File: src/rtl/crcfd_pkg.sv
// shared constants, types and the byte-wide crc-32 step for the frame deframer
package crcfd_pkg;

  typedef logic [1:0]  status_t;
  typedef logic [23:0] max_len_t;

  localparam status_t STATUS_OK         = 2'd0;
  localparam status_t STATUS_CHECK_ERR  = 2'd1;
  localparam status_t STATUS_LENGTH_ERR = 2'd2;

  // apb map: one 32-bit register per word
  localparam int          APB_ADDR_W       = 3;
  localparam logic        REG_MAX_BODY_LEN = 1'b0;
  localparam max_len_t    MAX_BODY_LEN_RST = 24'hff_ffff;

  // header layout, byte positions
  localparam logic [3:0]  HDR_LENGTH_POS = 4'd4;
  localparam logic [3:0]  HDR_TYPE_POS   = 4'd8;
  localparam logic [3:0]  HDR_LAST_POS   = 4'd11;

  localparam logic [31:0] CRC_POLY = 32'hedb8_8320;
  localparam logic [31:0] CRC_INIT = 32'hffff_ffff;

  // reflected crc-32, one byte, eight shift steps
  function automatic logic [31:0] crc32_byte(input logic [31:0] crc, input logic [7:0] b);
    logic [31:0] c;
    c = crc ^ {24'h0, b};
    for (int i = 0; i < 8; i++) begin
      c = c[0] ? ((c >> 1) ^ CRC_POLY) : (c >> 1);
    end
    return c;
  endfunction

endpackage

File: src/rtl/crc_checked_frame_deframer.sv
// top level: length-prefixed frame deframer with crc-32 check
//
//  channel   | handshake                    | word
//  ----------+------------------------------+-------------------------------------------
//  input     | in_valid / in_ready          | data_byte
//  output    | out_valid / out_ready        | payload_byte, payload_valid, message_type,
//            |                              | frame_end, status
//  config    | psel/penable/pwrite, pready  | paddr, pwdata, prdata (max_body_length)
//
// one word per cycle while nothing stalls: a word goes into the input register, is parsed
// and crc'd there and its result (if any) lands in the output register; the byte-wide crc
// step sets the cycle.
// a full, unread output register stalls only a word that makes a result; other words pass.
// rst is synchronous and clears control state; after a length or check error the
// block drops every word until reset.
module crc_checked_frame_deframer
  import crcfd_pkg::*;
#(
  parameter int LENGTH_WIDTH = 24
) (
  input  logic                  clk,
  input  logic                  rst,
  // byte stream in
  input  logic                  in_valid,
  output logic                  in_ready,
  input  logic [7:0]            data_byte,
  // results out
  output logic                  out_valid,
  input  logic                  out_ready,
  output logic [7:0]            payload_byte,
  output logic                  payload_valid,
  output logic [31:0]           message_type,
  output logic                  frame_end,
  output status_t               status,
  // configuration
  input  logic                  psel,
  input  logic                  penable,
  input  logic                  pwrite,
  input  logic [APB_ADDR_W-1:0] paddr,
  input  logic [31:0]           pwdata,
  output logic [31:0]           prdata,
  output logic                  pready
);

  localparam int CMP_W = (LENGTH_WIDTH > 24) ? LENGTH_WIDTH : 24;

  localparam logic PHASE_HEADER = 1'b0;
  localparam logic PHASE_BODY   = 1'b1;

  max_len_t max_body_length;

  crcfd_apb_regs u_regs (
    .clk             (clk),
    .rst             (rst),
    .psel            (psel),
    .penable         (penable),
    .pwrite          (pwrite),
    .paddr           (paddr),
    .pwdata          (pwdata),
    .prdata          (prdata),
    .pready          (pready),
    .max_body_length (max_body_length)
  );

  // input register
  logic       s1_valid;
  logic [7:0] s1_byte;

  // frame state
  logic                    phase, phase_next;
  logic [3:0]              header_count, header_count_next;
  logic [31:0]             received_check, received_check_next;
  logic [LENGTH_WIDTH-1:0] body_length, body_length_next;
  logic [31:0]             frame_type, frame_type_next;
  logic [LENGTH_WIDTH-1:0] body_remaining, body_remaining_next;
  logic [31:0]             crc_register, crc_register_next;
  logic                    halted, halted_next;
  logic                    length_overflow, length_overflow_next;

  // result of the word in the input register
  logic       res_valid;
  logic [7:0] res_byte;
  logic       res_payload;
  logic       res_end;
  status_t    res_status;

  logic                    s1_advance, s1_fire, res_load;
  logic [31:0]             crc_step;
  logic [LENGTH_WIDTH+7:0] len_shift;
  logic                    check_bad;
  logic                    len_too_big;

  assign crc_step  = crc32_byte(crc_register, s1_byte);
  assign len_shift = {body_length, s1_byte};
  assign check_bad = ((crc_step ^ CRC_INIT) != received_check);
  // at the last header word the length is settled already
  assign len_too_big = length_overflow ||
                       (CMP_W'(body_length) > CMP_W'(max_body_length));

  always_comb begin
    phase_next           = phase;
    header_count_next    = header_count;
    received_check_next  = received_check;
    body_length_next     = body_length;
    frame_type_next      = frame_type;
    body_remaining_next  = body_remaining;
    crc_register_next    = crc_register;
    halted_next          = halted;
    length_overflow_next = length_overflow;
    res_valid            = 1'b0;
    res_byte             = 8'h00;
    res_payload          = 1'b0;
    res_end              = 1'b0;
    res_status           = STATUS_OK;

    if (s1_valid && !halted) begin
      if (phase == PHASE_HEADER) begin
        header_count_next = header_count + 4'd1;
        if (header_count < HDR_LENGTH_POS) begin
          received_check_next = {received_check[23:0], s1_byte};
        end else if (header_count < HDR_TYPE_POS) begin
          body_length_next  = len_shift[LENGTH_WIDTH-1:0];
          // any set bit pushed out of the length field is an overflow
          if (len_shift[LENGTH_WIDTH+7:LENGTH_WIDTH] != 8'h00) begin
            length_overflow_next = 1'b1;
          end
          crc_register_next = crc_step;
        end else begin
          frame_type_next   = {frame_type[23:0], s1_byte};
          crc_register_next = crc_step;
        end

        if (header_count == HDR_LAST_POS) begin
          if (len_too_big) begin
            res_valid   = 1'b1;
            res_end     = 1'b1;
            res_status  = STATUS_LENGTH_ERR;
            halted_next = 1'b1;
          end else if (body_length == '0) begin
            // empty body: frame ends on the header
            res_valid            = 1'b1;
            res_end              = 1'b1;
            res_status           = check_bad ? STATUS_CHECK_ERR : STATUS_OK;
            halted_next          = check_bad;
            header_count_next    = 4'd0;
            crc_register_next    = CRC_INIT;
            length_overflow_next = 1'b0;
          end else begin
            body_remaining_next = body_length;
            phase_next          = PHASE_BODY;
          end
        end
      end else begin
        crc_register_next   = crc_step;
        body_remaining_next = body_remaining - LENGTH_WIDTH'(1);
        res_valid           = 1'b1;
        res_byte            = s1_byte;
        res_payload         = 1'b1;
        if (body_remaining_next == '0) begin
          res_end              = 1'b1;
          res_status           = check_bad ? STATUS_CHECK_ERR : STATUS_OK;
          halted_next          = check_bad;
          body_length_next     = '0;
          phase_next           = PHASE_HEADER;
          header_count_next    = 4'd0;
          crc_register_next    = CRC_INIT;
          length_overflow_next = 1'b0;
        end
      end
    end
  end

  // a word with no result never waits on the output side
  assign s1_advance = !res_valid || !out_valid || out_ready;
  assign s1_fire    = s1_valid && s1_advance;
  assign res_load   = s1_fire && res_valid;
  assign in_ready   = !s1_valid || s1_advance;

  always_ff @(posedge clk) begin
    if (rst) begin
      s1_valid <= 1'b0;
    end else if (in_ready) begin
      s1_valid <= in_valid;
    end
  end

  always_ff @(posedge clk) begin
    if (in_ready && in_valid) begin
      s1_byte <= data_byte;
    end
  end

  always_ff @(posedge clk) begin
    if (rst) begin
      phase           <= PHASE_HEADER;
      header_count    <= 4'd0;
      received_check  <= 32'h0;
      body_length     <= '0;
      frame_type      <= 32'h0;
      body_remaining  <= '0;
      crc_register    <= CRC_INIT;
      halted          <= 1'b0;
      length_overflow <= 1'b0;
    end else if (s1_fire) begin
      phase           <= phase_next;
      header_count    <= header_count_next;
      received_check  <= received_check_next;
      body_length     <= body_length_next;
      frame_type      <= frame_type_next;
      body_remaining  <= body_remaining_next;
      crc_register    <= crc_register_next;
      halted          <= halted_next;
      length_overflow <= length_overflow_next;
    end
  end

  // output register
  always_ff @(posedge clk) begin
    if (rst) begin
      out_valid <= 1'b0;
    end else if (res_load) begin
      out_valid <= 1'b1;
    end else if (out_ready) begin
      out_valid <= 1'b0;
    end
  end

  always_ff @(posedge clk) begin
    if (res_load) begin
      payload_byte  <= res_byte;
      payload_valid <= res_payload;
      message_type  <= frame_type_next;
      frame_end     <= res_end;
      status        <= res_status;
    end
  end

  // checks

  // a final status only ever rides on the frame's last word
  assert property (@(posedge clk) disable iff (rst)
    out_valid && !frame_end |-> status == STATUS_OK)
    else $error("non-ok status on a word that does not end the frame");

  // a word without payload is always a frame end
  assert property (@(posedge clk) disable iff (rst)
    out_valid && !payload_valid |-> frame_end)
    else $error("empty result that does not end a frame");

  // once halted, nothing more reaches the output register
  assert property (@(posedge clk) disable iff (rst)
    halted |-> !res_load)
    else $error("result produced while halted");

  // in body phase at least one body word is still due
  assert property (@(posedge clk) disable iff (rst)
    phase == PHASE_BODY |-> body_remaining != '0)
    else $error("body phase with nothing left to receive");

endmodule

File: src/rtl/crcfd_apb_regs.sv
// apb configuration register: maximum body length
module crcfd_apb_regs
  import crcfd_pkg::*;
(
  input  logic                  clk,
  input  logic                  rst,
  input  logic                  psel,
  input  logic                  penable,
  input  logic                  pwrite,
  input  logic [APB_ADDR_W-1:0] paddr,
  input  logic [31:0]           pwdata,
  output logic [31:0]           prdata,
  output logic                  pready,
  output max_len_t              max_body_length
);

  logic reg_hit;

  assign reg_hit = (paddr[APB_ADDR_W-1:2] == REG_MAX_BODY_LEN);
  assign pready  = 1'b1;

  always_ff @(posedge clk) begin
    if (rst) begin
      max_body_length <= MAX_BODY_LEN_RST;
    end else if (psel && penable && pwrite && pready && reg_hit) begin
      max_body_length <= pwdata[23:0];
    end
  end

  assign prdata = reg_hit ? {8'h00, max_body_length} : 32'h0;

endmodule

File: config.mk
export PLATFORM = sky130hd
export DESIGN_NAME = crc_checked_frame_deframer
export DESIGN_NICKNAME = d
export VERILOG_FILES = /design/src/rtl/crcfd_pkg.sv /design/src/rtl/crc_checked_frame_deframer.sv /design/src/rtl/crcfd_apb_regs.sv
export SDC_FILE = /design/constraint.sdc
export NUM_CORES = 1
export LEC_CHECK = 0
export BUFFER_PORTS_ARGS = -buffer_cell sky130_fd_sc_hd__buf_2
export CORE_MARGIN = 2
export CORE_UTILIZATION = 42
export DETAILED_ROUTE_END_ITERATION = 8
export PLACE_DENSITY = 0.66
export SYNTH_ARGS = -nofsm -noshare
export SYNTH_HDL_FRONTEND = slang
export SYNTH_SLANG_ARGS = --single-unit
File: constraint.sdc
create_clock -name clk -period 3.5 [get_ports clk]
set_clock_uncertainty 0.15 [all_clocks]
set_input_delay 0.525 -clock clk [delete_from_list [all_inputs] [get_ports clk]]
set_output_delay 0.525 -clock clk [all_outputs]
set_load 0.01 [all_outputs]
==> qor.yml <==
antenna_found_initial: 0
fin_nets: 1463
r2r_end: "body_length[13]"
rsz0062_at_grt: "true"
cp.depth: 10
avgSynthCellArea_sq_um: 9.63
status: "finished clean"
grt_max_degree: 49
fmax_mhz: 293
avgViaCountPerCell: 5.56
syn_area_sq_um: 11900
critPathRequiredTime_ns: 2.82
drtIter0Drc: 949
drc: 0
yosysTopAreaCell: "dfxtp_1"
critical_path_class: "register to output port"
start_util_pct: 42.7
synth.most_common_cell: "dfxtp_1"
grt_pass1_wl_microns: 49800
num-fill-cells: 2508
drv_cap: 0
die_y_microns: 172
core_sq_um: 27900
dp_hpwl_microns: 21600
r2r_start: "body_remaining[0]"
portBuffers: 109
max_stage_delay_ns: 0.32
htreeDepth: 1
path_cells: "inv_1 > ha_1 > a21oi_1 > o21ai_0 > a21oi_1 > o211ai_1 > o21a_4 > o211ai_1 > clkbuf_16 > buf_2"
regArea_sq_um: 5110
ioPinCount: 129
ant_nets: 0
setup_violations: 0
die-area_sq_um: 29700
slew_violations: 0
ir_drop_mv: 0.310
num_rows: 61
finalCriticalPeriod_ns: 3.41
avgRoutedWirePerCell_microns: 17.8
cp-end-kind: "output port"
synth_edf_count: 52
worst-path-max-fanout: 3
die_x_microns: 172
yosys_most_used_dff: "dfxtp_1"
fin_ws_ns: 0.0860
holdCritPathClass: "input pin to register"
cts.path.max_buffers: 3
finalCritPeriodShare_pct: 97.5
yosysTopAreaCellShare_pct: 29.8
synth-async-reset-ratio_pct: 0
clk_pin_slew_ns: 0.06
p_leak_nw: 5.71
insertion_delay_ns: 0.54
ff2ff_setup_slack_ns: 0.11
grt_overflow_total: 0
cts_buffers: 25
worstPathArrival_ns: 2.74
rr_worst_depth: 13
synthCells: 1237
cp.buffers_inverters: 3
vias: 9900
startpoint: "u_regs.max_body_length[11]"
relSlewSlack_pct: 57.6
gp_congestion: 0.918
endpoint: "in_ready"
tightest_slew_ns: 0.632
cts-root-buf: "clkbuf_16"
grt_pass1_vias: 9353
synth.yosys.seq_area_share_pct: 42.9
cts_tree: "yes"
multiInputGateArea_sq_um: 6370
place_inst: 1719
crit_slowest_cell: "ha_1"
ys_ff_latch: 229
ys_top_cells_by_count: "dfxtp_1, nand2_1, nor2_1"
diodes: 0
hold_violations: 0
synth.area.top_cells: "dfxtp_1, edfxtp_1, mux2i_1"
drt_pre_antenna_iters: 8
fin_cells: 1781
cts.sinks: 229
track_usage_pct: 21.0
dp_slack_ns: 0.114
drive_gt1_share_pct: 21.9
ys_types: 79
yosys_warnings: 0
crit_path_start_kind: "register"
pwr_density_cell_nw_per_um2: 441
drt_wl_total_microns: 31700
syn_to_final_growth_pct: 20.1
critPathTopFamily: "compound AO/OA/AOI/OAI gates"
-- cell usage in the layout (no fill, tap or decap), types with 11 or more instances in the layout --
| cell type | instances |
|---|---|
| dfxtp_1 | 171 |
| nand2_1 | 130 |
| buf_2 | 109 |
| nor2_1 | 92 |
| buf_4 | 82 |
| a21oi_1 | 75 |
| mux2i_1 | 56 |
| xnor2_1 | 54 |
| edfxtp_1 | 52 |
| nand3_1 | 37 |
| inv_1 | 34 |
| a211oi_1 | 34 |
| mux2_2 | 33 |
| o22a_1 | 32 |
| xor2_1 | 31 |
| o211ai_1 | 30 |
| clkbuf_16 | 28 |
| o21ai_0 | 26 |
| ha_1 | 25 |
| nor3_1 | 18 |
| nand4_1 | 17 |
| nor4_1 | 16 |
| a31oi_1 | 16 |
| xnor3_1 | 14 |
| or3_1 | 11 |
-- sequential cells by signal (all words and copies together) (netlist names) --
name,flops
payload_byte,8
header_count,4
crc_register,32
u_regs.max_body_length,24
frame_type,32
phase,1
s1_valid,1
s1_byte,8
payload_valid,1
received_check,32
message_type,32
body_remaining,24
length_overflow,1
body_length,24
halted,1
frame_end,1
out_valid,1
status,2
-- through the flow --
step           hold WS [ns]  utilization [%]  instance area [sq um]  power, mW  TNS (ns)
2_1_floorplan         0.285                -                  11900       3.45         0
3_3_place_gp          0.316             47.4                  13200       3.70         0
3_5_place_dp          0.326             47.4                  13200       3.71         0
4_1_cts              0.0440             50.9                  14200       6.36         0
5_1_grt              0.0406             51.3                  14300       6.55   -0.0301
6_report             0.0516             51.3                  14300       6.31         0
-- final cells by class --
cell class | instances | share of cell area (%)
inverters | 38 | 1.01
multi-input cells | 886 | 44.6
clock inverters | 9 | 0.647
clock buffers | 35 | 5.13
well taps | 378 | 3.31
repair buffers | 206 | 9.61
flip-flops and latches | 229 | 35.7
-- cell families after synthesis --
logic type               count (synthesis)  share of synthesized area, %
multiplexers                            89                          7.83
XOR/XNOR                               107                          10.3
adder cells (fa/ha/maj)                 27                          2.84
AO/OA/AOI/OAI                          278                          16.5
flip-flops                             229                          42.9
buffers and inverters                  129                          4.64
other                                    2                        0.0631
AND/OR/NAND/NOR                        376                          14.9
-- worst register-to-register path, stage by stage, from the launching register on --
cell and delay (ns):
dfxtp_1 0.36, inv_1 0.10, ha_1 0.22, or4b_1 0.54
nor4_1 0.30, buf_4 0.18, mux2i_1 0.18, a21oi_1 0.10
a21oi_2 0.21, nand4_2 0.18, a211oi_4 0.29, buf_4 0.18
clkbuf_16 0.16, mux2i_1 0.18
-- repair_timing --
| action | CTS | global route |
|---|---|---|
| setup buffers | 4 | 3 |
| hold buffers | 7 | 0 |
| cloned | 2 | 2 |
| endpoints found under the setup margin | 1 | 23 |
| hold endpoints to repair | 7 | 0 |
| gates resized for setup | 8 | 14 |
| pin swaps | 2 | 8 |
-- report_power, final --
| part | internal, mW | total, mW | switching (mW) |
|---|---|---|---|
| Combinational | 0.416 | 0.880 | 0.465 |
| Clock | 1.54 | 2.64 | 1.10 |
| Sequential | 2.75 | 2.79 | 0.0369 |
| Total | 4.71 | 6.31 | 1.60 |
-- routing by layer --
layer / share of wire (%) / global-route usage [%] / vias to the layer above
li1: - / - / 4789
met1: 46 / 29.2 / 4758
met2: 46 / 33.9 / 283
met3: 5.2 / 2.82 / 70
met4: 3.0 / 6.80 / 0
met5: 0 / 0 / -
-- worst min path at each step --
| stage | from | to | slack, ns | depth (start not counted) |
|---|---|---|---|---|
| after floorplan | received_check[29] | received_check[29] | 0.29 | 2 |
| after global placement | crc_register[25] | crc_register[25] | 0.32 | 1 |
| after detailed placement | received_check[24] | received_check[24] | 0.33 | 2 |
| after CTS | data_byte[0] | s1_byte[0] | 0.04 | 1 |
| after global routing | data_byte[0] | s1_byte[0] | 0.04 | 1 |
| final | data_byte[0] | s1_byte[0] | 0.05 | 1 |
No activity file was read; power rests on OpenSTA's default activity.
